File: config.mk
export PLATFORM = sky130hd
export DESIGN_NAME = priority_ready_queue
export DESIGN_NICKNAME = d
export VERILOG_FILES = /design/src/hw/rtl/prq_pkg.sv /design/src/hw/rtl/priority_ready_queue.sv /design/src/hw/rtl/prq_ram.sv /design/src/hw/rtl/prq_datapath.sv /design/src/hw/rtl/prq_ctrl.sv
export VERILOG_INCLUDE_DIRS = /design/src /design/src/hw/rtl
export SDC_FILE = /design/constraint.sdc
export NUM_CORES = 2
export LEC_CHECK = 0
export BUFFER_PORTS_ARGS = -buffer_cell sky130_fd_sc_hd__buf_2
export CORE_MARGIN = 2
export CORE_UTILIZATION = 41
export DETAILED_ROUTE_END_ITERATION = 10
export HOLD_SLACK_MARGIN = 0.06
export PLACE_DENSITY = 0.56
export SYNTH_ARGS = -nofsm -noshare
export SYNTH_HDL_FRONTEND = slang
export SYNTH_SLANG_ARGS = --single-unit
File: constraint.sdc
create_clock -name clk -period 5.23 [get_ports clk]
set_clock_uncertainty 0.2 [all_clocks]
set_input_delay 0.523 -clock clk [delete_from_list [all_inputs] [get_ports clk]]
set_output_delay 0.523 -clock clk [all_outputs]
set_load 0.01 [all_outputs]
File: src/hw/rtl/priority_ready_queue_defines.svh
// Assertion macros for the priority ready queue RTL.
// No dependencies; included by files that carry concurrent assertions.
`ifndef PRIORITY_READY_QUEUE_DEFINES_SVH
`define PRIORITY_READY_QUEUE_DEFINES_SVH

`ifndef NO_ASSERTIONS

// Property checked on every clock edge outside reset.
`define PRQ_ASSERT(lbl, prop) \
	lbl: assert property (@(posedge clk) disable iff (!arst_n) prop) \
		else $error("prq assertion failed");

// Antecedent this cycle implies consequent next cycle.
`define PRQ_ASSERT_NEXT(lbl, ante, cons) \
	lbl: assert property (@(posedge clk) disable iff (!arst_n) (ante) |=> (cons)) \
		else $error("prq assertion failed");

`else

`define PRQ_ASSERT(lbl, prop)
`define PRQ_ASSERT_NEXT(lbl, ante, cons)

`endif

`endif

File: src/hw/rtl/prq_pkg.sv
// Shared types and codes of the priority ready queue.
// No dependencies; imported by every module of the block except prq_ram.
package prq_pkg;

	localparam int MODE_W    = 3;
	localparam int HANDLE_W  = 32;
	localparam int PRIO_IN_W = 8;
	localparam int STATUS_W  = 2;
	localparam int OCC_W     = 6;

	// operation codes
	localparam logic [MODE_W-1:0] MODE_PUSH_HEAD = 3'd0;
	localparam logic [MODE_W-1:0] MODE_PUSH_PRIO = 3'd1;
	localparam logic [MODE_W-1:0] MODE_POP       = 3'd2;
	localparam logic [MODE_W-1:0] MODE_FIND      = 3'd3;
	localparam logic [MODE_W-1:0] MODE_REMOVE    = 3'd4;

	// result status codes
	localparam logic [STATUS_W-1:0] ST_OK        = 2'd0;
	localparam logic [STATUS_W-1:0] ST_FULL      = 2'd1;
	localparam logic [STATUS_W-1:0] ST_EMPTY     = 2'd2;
	localparam logic [STATUS_W-1:0] ST_NOT_FOUND = 2'd3;

	typedef struct packed {
		logic [MODE_W-1:0]    mode;
		logic [HANDLE_W-1:0]  item_handle;
		logic [PRIO_IN_W-1:0] item_priority;
	} req_item_t;

	typedef struct packed {
		logic [STATUS_W-1:0]  status;
		logic [HANDLE_W-1:0]  out_handle;
		logic [PRIO_IN_W-1:0] out_priority;
		logic [OCC_W-1:0]     occupancy;
	} rsp_item_t;

	typedef enum logic [2:0] {
		IDX_HOLD,
		IDX_COUNT,
		IDX_LAST,
		IDX_ZERO,
		IDX_INC,
		IDX_DEC
	} idx_op_t;

	typedef enum logic [1:0] {
		WR_NONE,
		WR_SHIFT_UP,
		WR_SHIFT_DOWN,
		WR_NEW
	} wr_op_t;

	typedef enum logic [1:0] {
		CNT_HOLD,
		CNT_INC,
		CNT_DEC
	} cnt_op_t;

	// controller -> datapath
	typedef struct packed {
		logic                capture;
		idx_op_t             idx_op;
		logic                rd_en;
		logic                rd_prev;
		wr_op_t              wr_op;
		cnt_op_t             cnt_op;
		logic                set_found;
		logic                res_wr;
		logic [STATUS_W-1:0] res_status;
		logic                res_data;
		logic                load_rsp;
	} ctl_cmd_t;

	// datapath -> controller
	typedef struct packed {
		logic [MODE_W-1:0] mode;
		logic              full;
		logic              empty;
		logic              idx_above_pos;
		logic              idx_last;
		logic              shift_ok;
		logic              hit;
		logic              found;
		logic              rsp_busy;
	} dp_stat_t;

endpackage

File: src/hw/rtl/priority_ready_queue.sv
// Steps: full/empty refusals and odd modes go from check straight to done; pop reads the tail;
// push scans, shifts and inserts; find/remove scan (one read, one evaluate per slot or entry).
// Throughput: one item in flight; next item taken the cycle after its result is registered.
// Results wait in an output register, so a new item is accepted while one is stalled.
// Reset (arst_n low, asynchronous): queue empty, no result pending; slot RAM is not cleared.
// Depends on prq_pkg, prq_ctrl, prq_datapath and prq_ram.
module priority_ready_queue
	import prq_pkg::*;
#(
	parameter int DEPTH     = 32,
	parameter int PRIO_BITS = 8
) (
	input  logic      clk,
	input  logic      arst_n,
	input  logic      req_valid,
	output logic      req_stall,
	input  req_item_t req,
	output logic      rsp_valid,
	input  logic      rsp_stall,
	output rsp_item_t rsp
);

	// Control/status between the sequencer and the datapath.
	ctl_cmd_t cmd;
	dp_stat_t stat;

	// Sequencer: one state per step of the current operation. A push scans
	// from the head for the first entry not above the new one (head push stops
	// at slot 0), then walks from the tail back to that slot moving entries
	// down; pop reads the tail; find and remove scan from the head, remove
	// closing the gap behind the first matching entry as it goes.
	prq_ctrl u_ctrl (
		.clk      (clk),
		.arst_n   (arst_n),
		.req_valid(req_valid),
		.req_stall(req_stall),
		.stat     (stat),
		.cmd      (cmd)
	);

	// Datapath: operand and count registers, sweep index, the slot RAM
	// (handle and priority in one word), and the result/output registers.
	prq_datapath #(
		.DEPTH    (DEPTH),
		.PRIO_BITS(PRIO_BITS)
	) u_dp (
		.clk      (clk),
		.arst_n   (arst_n),
		.req      (req),
		.cmd      (cmd),
		.stat     (stat),
		.rsp_stall(rsp_stall),
		.rsp_valid(rsp_valid),
		.rsp      (rsp)
	);

endmodule

File: src/hw/rtl/prq_ram.sv
// Generic single-write, single-read RAM with registered read data.
// No dependencies; used for the queue slot storage.
module prq_ram #(
	parameter int WIDTH = 40,
	parameter int DEPTH = 32
) (
	input  logic                     clk,
	input  logic                     wr_en,
	input  logic [$clog2(DEPTH)-1:0] wr_addr,
	input  logic [WIDTH-1:0]         wr_data,
	input  logic                     rd_en,
	input  logic [$clog2(DEPTH)-1:0] rd_addr,
	output logic [WIDTH-1:0]         rd_data
);

	logic [WIDTH-1:0] mem_q [DEPTH];
	logic [WIDTH-1:0] rd_data_q;

	always_ff @(posedge clk) begin
		if (wr_en) begin
			mem_q[wr_addr] <= wr_data;
		end
		if (rd_en) begin
			rd_data_q <= mem_q[rd_addr];
		end
	end

	assign rd_data = rd_data_q;

endmodule

File: src/hw/rtl/prq_datapath.sv
// Datapath of the priority ready queue: operand, count, sweep index, slot RAM,
// result and output registers. Depends on prq_pkg, prq_ram and the defines header.
`include "priority_ready_queue_defines.svh"

module prq_datapath
	import prq_pkg::*;
#(
	parameter int DEPTH     = 32,
	parameter int PRIO_BITS = 8
) (
	input  logic      clk,
	input  logic      arst_n,
	input  req_item_t req,
	input  ctl_cmd_t  cmd,
	output dp_stat_t  stat,
	input  logic      rsp_stall,
	output logic      rsp_valid,
	output rsp_item_t rsp
);

	localparam int AW = $clog2(DEPTH);
	localparam int CW = $clog2(DEPTH + 1);
	localparam int EW = HANDLE_W + PRIO_BITS;

	logic [MODE_W-1:0]    op_mode_q;
	logic [HANDLE_W-1:0]  op_handle_q;
	logic [PRIO_BITS-1:0] op_prio_q;
	logic [CW-1:0]        count_q;
	logic [AW-1:0]        idx_q;
	logic [AW-1:0]        pos_q;
	logic                 found_q;
	logic [STATUS_W-1:0]  res_status_q;
	logic [HANDLE_W-1:0]  res_handle_q;
	logic [PRIO_BITS-1:0] res_prio_q;
	logic                 rsp_valid_q;
	rsp_item_t            rsp_q;

	logic                 ram_wr_en;
	logic [AW-1:0]        ram_wr_addr;
	logic [EW-1:0]        ram_wr_data;
	logic [AW-1:0]        ram_rd_addr;
	logic [EW-1:0]        ram_rd_data;
	logic [HANDLE_W-1:0]  rd_handle;
	logic [PRIO_BITS-1:0] rd_prio;

	assign rd_handle = ram_rd_data[PRIO_BITS +: HANDLE_W];
	assign rd_prio   = ram_rd_data[PRIO_BITS-1:0];

	// operand capture; head push carries priority zero
	always_ff @(posedge clk) begin
		if (cmd.capture) begin
			op_mode_q   <= req.mode;
			op_handle_q <= req.item_handle;
			op_prio_q   <= (req.mode == MODE_PUSH_HEAD) ? '0 : PRIO_BITS'(req.item_priority);
		end
		// slot where the first match or the insertion point was seen
		if (cmd.set_found) begin
			pos_q <= idx_q;
		end
	end

	always_ff @(posedge clk or negedge arst_n) begin
		if (!arst_n) begin
			count_q     <= '0;
			idx_q       <= '0;
			found_q     <= 1'b0;
			rsp_valid_q <= 1'b0;
		end else begin
			case (cmd.cnt_op)
				CNT_INC: count_q <= count_q + CW'(1);
				CNT_DEC: count_q <= count_q - CW'(1);
				default: count_q <= count_q;
			endcase
			case (cmd.idx_op)
				IDX_COUNT: idx_q <= AW'(count_q);
				IDX_LAST:  idx_q <= AW'(count_q - CW'(1));
				IDX_ZERO:  idx_q <= '0;
				IDX_INC:   idx_q <= idx_q + AW'(1);
				IDX_DEC:   idx_q <= idx_q - AW'(1);
				default:   idx_q <= idx_q;
			endcase
			if (cmd.capture) begin
				found_q <= 1'b0;
			end else if (cmd.set_found) begin
				found_q <= 1'b1;
			end
			if (cmd.load_rsp) begin
				rsp_valid_q <= 1'b1;
			end else if (!rsp_stall) begin
				rsp_valid_q <= 1'b0;
			end
		end
	end

	always_ff @(posedge clk) begin
		if (cmd.res_wr) begin
			res_status_q <= cmd.res_status;
			res_handle_q <= cmd.res_data ? rd_handle : '0;
			res_prio_q   <= cmd.res_data ? rd_prio : '0;
		end
		if (cmd.load_rsp) begin
			rsp_q.status       <= res_status_q;
			rsp_q.out_handle   <= res_handle_q;
			rsp_q.out_priority <= PRIO_IN_W'(res_prio_q);
			rsp_q.occupancy    <= OCC_W'(count_q);
		end
	end

	// push sweeps read the slot below the index
	assign ram_rd_addr = cmd.rd_prev ? idx_q - AW'(1) : idx_q;

	always_comb begin
		ram_wr_en   = 1'b0;
		ram_wr_addr = idx_q;
		ram_wr_data = ram_rd_data;
		case (cmd.wr_op)
			WR_SHIFT_UP: begin
				ram_wr_en = 1'b1;
			end
			WR_SHIFT_DOWN: begin
				ram_wr_en   = 1'b1;
				ram_wr_addr = idx_q - AW'(1);
			end
			WR_NEW: begin
				ram_wr_en   = 1'b1;
				ram_wr_data = {op_handle_q, op_prio_q};
			end
			default: ram_wr_en = 1'b0;
		endcase
	end

	prq_ram #(
		.WIDTH(EW),
		.DEPTH(DEPTH)
	) u_slots (
		.clk    (clk),
		.wr_en  (ram_wr_en),
		.wr_addr(ram_wr_addr),
		.wr_data(ram_wr_data),
		.rd_en  (cmd.rd_en),
		.rd_addr(ram_rd_addr),
		.rd_data(ram_rd_data)
	);

	assign stat.mode          = op_mode_q;
	assign stat.full          = (count_q == CW'(DEPTH));
	assign stat.empty         = (count_q == '0);
	assign stat.idx_above_pos = (idx_q == pos_q + AW'(1));
	assign stat.idx_last      = (CW'(idx_q) == count_q - CW'(1));
	assign stat.shift_ok      = (op_mode_q == MODE_PUSH_HEAD) || (rd_prio <= op_prio_q);
	assign stat.hit           = (rd_handle == op_handle_q);
	assign stat.found         = found_q;
	assign stat.rsp_busy      = rsp_valid_q && rsp_stall;

	assign rsp_valid = rsp_valid_q;
	assign rsp       = rsp_q;

	`PRQ_ASSERT(a_count_bound, count_q <= CW'(DEPTH))
	`PRQ_ASSERT(a_no_inc_when_full, (cmd.cnt_op == CNT_INC) |-> !stat.full)
	`PRQ_ASSERT(a_close_gap_after_hit, (cmd.wr_op == WR_SHIFT_DOWN) |-> found_q)

endmodule

File: src/hw/rtl/prq_ctrl.sv
// Controller of the priority ready queue: sequences one operation at a time.
// Depends on prq_pkg and the defines header.
`include "priority_ready_queue_defines.svh"

module prq_ctrl
	import prq_pkg::*;
(
	input  logic     clk,
	input  logic     arst_n,
	input  logic     req_valid,
	output logic     req_stall,
	input  dp_stat_t stat,
	output ctl_cmd_t cmd
);

	localparam logic [2:0] S_IDLE = 3'd0;
	localparam logic [2:0] S_CHK  = 3'd1;
	localparam logic [2:0] S_RD   = 3'd2;
	localparam logic [2:0] S_EV   = 3'd3;
	localparam logic [2:0] S_INS  = 3'd4;
	localparam logic [2:0] S_DONE = 3'd5;

	logic [2:0] state_q;
	logic [2:0] state_d;
	logic       hit_now;

	assign hit_now   = !stat.found && stat.hit;
	assign req_stall = (state_q != S_IDLE);

	always_comb begin
		cmd            = '0;
		cmd.idx_op     = IDX_HOLD;
		cmd.wr_op      = WR_NONE;
		cmd.cnt_op     = CNT_HOLD;
		cmd.res_status = ST_OK;
		state_d        = state_q;
		unique case (state_q)
			S_IDLE: begin
				if (req_valid) begin
					cmd.capture = 1'b1;
					state_d     = S_CHK;
				end
			end
			S_CHK: begin
				unique case (stat.mode) inside
					MODE_PUSH_HEAD, MODE_PUSH_PRIO: begin
						if (stat.full) begin
							cmd.res_wr     = 1'b1;
							cmd.res_status = ST_FULL;
							state_d        = S_DONE;
						end else begin
							// scan from the head for the insertion point
							cmd.idx_op = IDX_ZERO;
							state_d    = stat.empty ? S_INS : S_RD;
						end
					end
					MODE_POP: begin
						if (stat.empty) begin
							cmd.res_wr     = 1'b1;
							cmd.res_status = ST_EMPTY;
							state_d        = S_DONE;
						end else begin
							cmd.idx_op = IDX_LAST;
							state_d    = S_RD;
						end
					end
					MODE_FIND, MODE_REMOVE: begin
						if (stat.empty) begin
							cmd.res_wr     = 1'b1;
							cmd.res_status = ST_NOT_FOUND;
							state_d        = S_DONE;
						end else begin
							cmd.idx_op = IDX_ZERO;
							state_d    = S_RD;
						end
					end
					default: begin
						cmd.res_wr = 1'b1;
						state_d    = S_DONE;
					end
				endcase
			end
			S_RD: begin
				cmd.rd_en   = 1'b1;
				cmd.rd_prev = stat.found &&
					((stat.mode == MODE_PUSH_HEAD) || (stat.mode == MODE_PUSH_PRIO));
				state_d     = S_EV;
			end
			S_EV: begin
				unique case (stat.mode) inside
					MODE_PUSH_HEAD, MODE_PUSH_PRIO: begin
						if (stat.found) begin
							// move one entry toward the tail until the gap reaches the slot
							cmd.wr_op  = WR_SHIFT_UP;
							cmd.idx_op = IDX_DEC;
							state_d    = stat.idx_above_pos ? S_INS : S_RD;
						end else if (stat.shift_ok) begin
							// first entry not above the new one: sweep back from the tail
							cmd.set_found = 1'b1;
							cmd.idx_op    = IDX_COUNT;
							state_d       = S_RD;
						end else if (stat.idx_last) begin
							// every entry is above the new one: append at the tail
							cmd.idx_op = IDX_COUNT;
							state_d    = S_INS;
						end else begin
							cmd.idx_op = IDX_INC;
							state_d    = S_RD;
						end
					end
					MODE_POP: begin
						cmd.res_wr   = 1'b1;
						cmd.res_data = 1'b1;
						cmd.cnt_op   = CNT_DEC;
						state_d      = S_DONE;
					end
					default: begin
						// find or remove: scan from head, close gap after first hit
						if (stat.found) begin
							cmd.wr_op = WR_SHIFT_DOWN;
						end
						if (hit_now) begin
							cmd.set_found = 1'b1;
						end
						if (hit_now && (stat.mode == MODE_FIND)) begin
							cmd.res_wr   = 1'b1;
							cmd.res_data = 1'b1;
							state_d      = S_DONE;
						end else if (stat.idx_last) begin
							cmd.res_wr = 1'b1;
							if (stat.found || hit_now) begin
								cmd.cnt_op = CNT_DEC;
							end else begin
								cmd.res_status = ST_NOT_FOUND;
							end
							state_d = S_DONE;
						end else begin
							cmd.idx_op = IDX_INC;
							state_d    = S_RD;
						end
					end
				endcase
			end
			S_INS: begin
				cmd.wr_op  = WR_NEW;
				cmd.cnt_op = CNT_INC;
				cmd.res_wr = 1'b1;
				state_d    = S_DONE;
			end
			S_DONE: begin
				if (!stat.rsp_busy) begin
					cmd.load_rsp = 1'b1;
					state_d      = S_IDLE;
				end
			end
			default: state_d = S_IDLE;
		endcase
	end

	always_ff @(posedge clk or negedge arst_n) begin
		if (!arst_n) begin
			state_q <= S_IDLE;
		end else begin
			state_q <= state_d;
		end
	end

	`PRQ_ASSERT_NEXT(a_accept_starts_op, (state_q == S_IDLE) && req_valid, state_q == S_CHK)
	`PRQ_ASSERT(a_load_only_when_free, cmd.load_rsp |-> !stat.rsp_busy)
	`PRQ_ASSERT(a_state_legal, state_q <= S_DONE)
	`PRQ_ASSERT(a_shift_after_pos, (cmd.wr_op == WR_SHIFT_UP) |-> stat.found)

endmodule

==> Word-level counts from Yosys, hierarchy flattened <==
Memory sizes are Yosys's and may differ from the RTL's. A register that Yosys moved wholly into a read port is not among the register bits.
Cells that the tools add are included.
{ "classes": {"addsub": 5, "n_lt_le_gt_ge": 1, "eq_ne": 26, "n_mux": 71, "reduce_logical": 22} }
{ "op_table": {"columns": ["op", "count"], "rows": [
  ["3-bit 2-to-1 mux", 20],
  ["40-bit 2-to-1 mux", 1],
  ["32-bit == test", 1],
  ["5-bit one-hot mux with 5 select lines", 1],
  ["3-bit one-hot mux with 2 select lines", 4],
  ["2-bit 2-to-1 mux", 11],
  ["1-bit 2-to-1 mux", 19],
  ["3-bit by 2-bit == test with 1-bit output (second input constant)", 6],
  ["3-bit one-hot mux with 6 select lines", 1],
  ["3-bit == test (second input constant)", 5],
  ["2-bit one-hot mux with 2 select lines", 3],
  ["6-bit one-hot mux with 2 select lines", 1],
  ["5-bit by 1-bit adder with 5-bit output (second input constant)", 2],
  ["5-bit 2-to-1 mux", 2],
  ["3-bit by 1-bit == test with 1-bit output (second input constant)", 3],
  ["3-bit logical NOT", 3],
  ["3-bit one-hot mux with 3 select lines", 1],
  ["3-bit OR reduction", 3],
  ["8-bit <= comparator", 1],
  ["4-bit one-hot mux with 2 select lines", 1],
  ["6-bit by 1-bit adder with 6-bit output (second input constant)", 1],
  ["2-bit == test (second input constant)", 3],
  ["5-bit by 6-bit == test with 1-bit output", 1],
  ["6-bit == test (second input constant)", 1],
  ["other kinds (18)", 30]
]} }
{ "word_totals": {"register_bits": 154, "mem_bits_rw": 1280, "inputBits": 47, "out_inout_bits": 50, "word_cells": 142, "memories": 1} }
{ "mem_list": {"columns": ["name", "words", "word_bits", "rd", "rd_clocked_by_memory_dff", "wr", "line", "source"], "rows": [
  ["u_dp.u_slots.mem_q", 32, 40, 1, 1, 1, "prq_ram.sv:16", "logic [WIDTH-1:0] mem_q [DEPTH];"]
]} }

==> Logic depth before layout (Yosys ltp) <==
{ "logic_depth": {"depth_word": 13, "depth_mapped": 15, "mapped_depth_nobuf": 13} }

==> By module <==
From an unflattened synthesis, not the netlist that was laid out.
{ "unflattened": {"hier_cells": 3387, "area_unflattened_um2": 58403.5} }
{ "by_module_without_submodules": {"columns": ["module", "instances", "cells_per_inst", "area_per_inst_um2", "seq_area_each_um2"], "rows": [
  ["prq_ram", 1, 2813, 50965.1, 39638.0],
  ["prq_datapath", 1, 488, 6887.9, 4469.3],
  ["prq_ctrl", 1, 86, 550.5, 75.1]
]} }

==> Worst setup path before layout <==
OpenSTA, ideal clock, no wires.
{ "synth_path": {"path_type": "register to register", "start": "reg u_dp.count_q[0]", "end": "reg u_dp.res_handle_q[0] (enable)", "setup_ns": 0.504, "arrival_time_ns": 5.088, "required_ns": 4.526, "path_slack_ns": -0.562, "stages_incl_launch_ff": 9, "n_path_buf": 2, "period_less_slack_ns": 5.792, "cell_sequence": "dfrtp_1 buf_6 or3_4 or3_4 a2111oi_4 and2_1 buf_6 a21oi_1 o31ai_1"} }
{ "synth_lines": {"columns": ["item", "line", "source"], "rows": [
  ["start: declaration", "prq_datapath.sv:28", "logic [CW-1:0] count_q;"],
  ["start signal: assignment", "prq_datapath.sv:70", "CNT_INC: count_q <= count_q + CW'(1);"],
  ["start signal: assignment", "prq_datapath.sv:71", "CNT_DEC: count_q <= count_q - CW'(1);"],
  ["start signal: assignment", "prq_datapath.sv:72", "default: count_q <= count_q;"],
  ["end signal: assignment", "prq_datapath.sv:98", "res_handle_q <= cmd.res_data ? rd_handle : '0;"],
  ["end: declaration", "prq_datapath.sv:33", "logic [HANDLE_W-1:0] res_handle_q;"]
]} }

==> Final worst setup path <==
{ "layout_path": {"start": "reg u_ctrl.state_q[2]", "end": "mem u_dp.u_slots.mem_q[18][20] (enable)"} }
{ "layout_via": {"elab_chain_len": 7, "word_cells_on_any_way": 11, "classes_between": "eq/ne (5); mux (5); reduce/logical (1)"} }
{ "layout_lines": {"columns": ["item", "line", "source"], "rows": [
  ["start: declaration", "prq_ctrl.sv:23", "logic [2:0] state_q;"],
  ["start signal: assignment", "prq_ctrl.sv:164", "state_q <= state_d;"],
  ["3-bit == test or 3-bit by 2-bit == test with 1-bit output (tied branches)", "prq_ctrl.sv:37", "unique case (state_q)"],
  ["4-bit one-hot mux with 2 select lines *", "prq_ctrl.sv:37", null],
  ["2-bit by 1-bit == test with 1-bit output or 2-bit == test (tied branches)", "prq_datapath.sv:116", "case (cmd.wr_op)"],
  ["3-bit OR reduction (no line)", null, null],
  ["1-bit 2-to-1 mux", "prq_datapath.sv:116", null],
  ["1-bit 2-to-1 mux", "prq_ram.sv:20", "if (wr_en) begin"],
  ["1-bit 2-to-1 mux (not written as such)", "prq_ram.sv:21", "mem_q[wr_addr] <= wr_data;"],
  ["end: declaration", "prq_ram.sv:16", null]
]} }
Mark *: on every way between the ends. The rest lies on a longest branch, timed or not.

==> results.cfg <==
[critical_path]
crit_fanout = 22
crit_required_ns = 5.44
worst-path-buf-inv = 2
slowest_stage = nor2_4
worstSetupStartpointType = register
crit_family = simple AND/OR/NAND/NOR gates
critical_path_arrival_ns = 4.60
crit_type = register to register
crit_path_end_kind = register
cpPeakStageDelay_ns = 0.61
path_cells = nand3b_1 > buf_4 > or2_2 > nor2_1 > nand2_1 > o22ai_1 > nand2_1 > nor2_4 > buf_4

[cells_and_area]
final_area_um2 = 66500
mostFrequentLayoutCell = edfxtp_1
nNetsFinal = 4594
fin_util = 0.477
seqCellArea_um2 = 44200
syn2layout_area_growth_pct = 15.4
drive_above_1_share = 0.105
final_cell_mix = edfxtp_1 (1458), nand2_1 (1414), nand3_1 (487)
multi_input_area_um2 = 12800
fill_cells = 12200

[outcome]
outcome = complete, no violations

[clocking]
clock-root-buffer = clkbuf_16
cts_buffers = 155
cts.sinks = 1474
cts_tree = yes
ctsLongestPathBuffers = 3
clk_pin_slew_ns = 0.06
cts-resized-gates = 0
htree_levels = 4
insertion_delay_ns = 0.80

[run]
maxCapViolations = 0

[timing]
setup_tns_ns = 0
drv_slew = 0
rsz0062_at_grt = false
worst_slew_pin_slew_ns = 1.31
clock.fmax_mhz = 228
hold_ws_ns = 0.220
max_slew_margin = 0.126
fin_crit_ns = 4.39
hold_violations = 0
fin_crit_sh = 0.840
setup_viol = 0

[detailed_routing]
first_pass_iters = 6
drc = 0
via_per_inst = 5.60
drt-total-wl_um = 172000
antenna_left = 0
vias = 36600
post_drt_wl_per_cell_um = 26.3
drt_iter0_drc = 4734

[power]
p_int_mw = 23.4
comb_power_share = 0.246
p_leak_nw = 22.4
seqPwrFrac = 0.456
switching_power_mw = 11.5
p_sw_frac = 0.329
powerDensity_nw_per_um2 = 524
p_clk_frac = 0.298
ir_drop_mv = 0.350

[floorplan]
dieArea_um2 = 144000
boundaryPins = 97
die_h_um = 379
die_w_um = 379
start_util = 0.413
rows = 137
core_area_um2 = 140000

[yosys]
synth_top_area_frac = 0.759
avgSynthCellArea_um2 = 13.2
synth_edf_count = 1458
synthFlopType = edfxtp_1
synth_area_um2 = 57600
synth_top_area_cell = edfxtp_1
ys_types = 61
ys_seq_area_frac = 0.766
synthCells = 4375
yosys_warnings = 0
syn_nets = 4436
ys_ff_latch = 1474
async_reset_ff_frac = 0.0109
synth_area_leaders = edfxtp_1 (76%), nand2_1 (9.2%), nand3_1 (4.2%), nand4_1 (2.2%), a31oi_1 (1.8%)

[global_routing]
grt.overflow.total = 0
grt_pass1_wl_um = 246000
grt_pass1_vias = 34700
grtUsageTotal = 0.238
grt_max_degree = 110
antenna_found_initial = 4

[placed_design]
dp_hpwl_um = 90900
place_congestion = 0.831
post_dp_cell_area_um2 = 61300
numPortBuffers = 96

[worst_hold_path]
hold_path.class = register to register
[kinds of logic after synthesis]
kind of cell             synth area share
buffers and inverters              0.0192
flip-flops                          0.766
XOR/XNOR                          0.00881
AO/OA/AOI/OAI                      0.0285
AND/OR/NAND/NOR                     0.173
multiplexers                     0.000933
adder cells (fa/ha/maj)           0.00304
[power by group through the flow]
stage | registers, mW | clock network, mW | logic (mW)
2_1_floorplan | 15.9 | 0 | 4.98
3_3_place_gp | 16.1 | 0 | 8.45
3_5_place_dp | 16.1 | 0 | 8.51
4_1_cts | 15.9 | 10.5 | 8.57
5_1_grt | 16.0 | 11.0 | 9.31
6_report | 15.9 | 10.4 | 8.57
[worst register-to-register path, cell delays in order (launching register included)]
cell and delay (ns):
dfrtp_1 0.50, nand3b_1 0.23, buf_4 0.20, or2_2 0.33, nor2_1 0.37, nand2_1 0.24
o22ai_1 0.37, nand2_1 0.31, nor2_4 0.61, buf_4 0.60
[per-layer routing]
metal | up-vias | track usage | share of wire
met3 | 238 | 0.0404 | 0.078
met2 | 1586 | 0.372 | 0.46
met5 | - | 0 | 0
met4 | 0 | 0.0668 | 0.022
li1 | 16300 | - | -
met1 | 18500 | 0.343 | 0.43
[sequential cells by signal (all words and copies together), names as in the netlist]
signal,flops
u_dp.u_slots.mem_q,1280
u_dp.op_prio_q,8
u_dp.res_status_q,2
u_dp.res_handle_q,32
u_dp.rsp_valid,1
u_dp.found_q,1
u_ctrl.state_q,3
u_dp.rsp,48
u_dp.idx_q,5
u_dp.pos_q,5
u_dp.u_slots.rd_data,40
u_dp.res_prio_q,8
u_dp.op_mode_q,3
u_dp.count_q,6
u_dp.op_handle_q,32
[synth_stat cells, types with 7 or more instances]
cell type and count:
a21oi_1 22, a31oi_1 167, and2_1 42, buf_1 7
buf_2 13, clkbuf_1 245, dfrtp_1 16, edfxtp_1 1458
ha_1 14, inv_1 18, nand2_1 1415, nand2b_1 8
nand3_1 487, nand4_1 204, nor2_1 70, nor2b_1 10
nor3_1 12, nor4_1 11, o21ai_0 25, xnor2_1 13
xor2_1 45
[final timing paths]
check | startpoint | to | slack [ns] | cells after the start
max in group asynchronous | arst_n | u_dp.count_q[4] | 3.57 | 3
min | u_dp.res_status_q[1] | u_dp.rsp[47] | 0.22 | 0
max reg2reg | u_ctrl.state_q[2] | u_dp.u_slots.mem_q[18][20] | 0.84 | 9
min reg2reg | u_dp.res_status_q[1] | u_dp.rsp[47] | 0.22 | 0
max | u_ctrl.state_q[2] | u_dp.u_slots.mem_q[18][20] | 0.84 | 9
min in group asynchronous | arst_n | u_dp.idx_q[1] | 0.71 | 3
[metrics by stage]
step / total power [mW] / std cells / setup WS [ns]
after global placement: 24.6 / 6204 / 0.254
after CTS: 35.0 / 6528 / 0.816
final: 34.8 / 6530 / 0.835
after floorplan: 20.9 / 4375 / 0.749
after detailed placement: 24.6 / 6204 / 0.831
after global routing: 36.3 / 6529 / 0.435
[repair_timing]
item,CTS,global route
setup buffers,0,0
hold buffers,47,0
endpoints found under the hold margin,76,0
[cell type report]
type | count | share of cell area
Tap cell | 1876 | 0.0353
Multi-Input combinational cell | 2615 | 0.192
Antenna cell | 1 | 0.0000376
Sequential cell | 1474 | 0.664
Inverter | 19 | 0.00107
Clock buffer | 207 | 0.0628
Clock inverter | 70 | 0.00737
Timing Repair Buffer | 268 | 0.0368
Note: power is estimated with default switching activity, not from simulation.
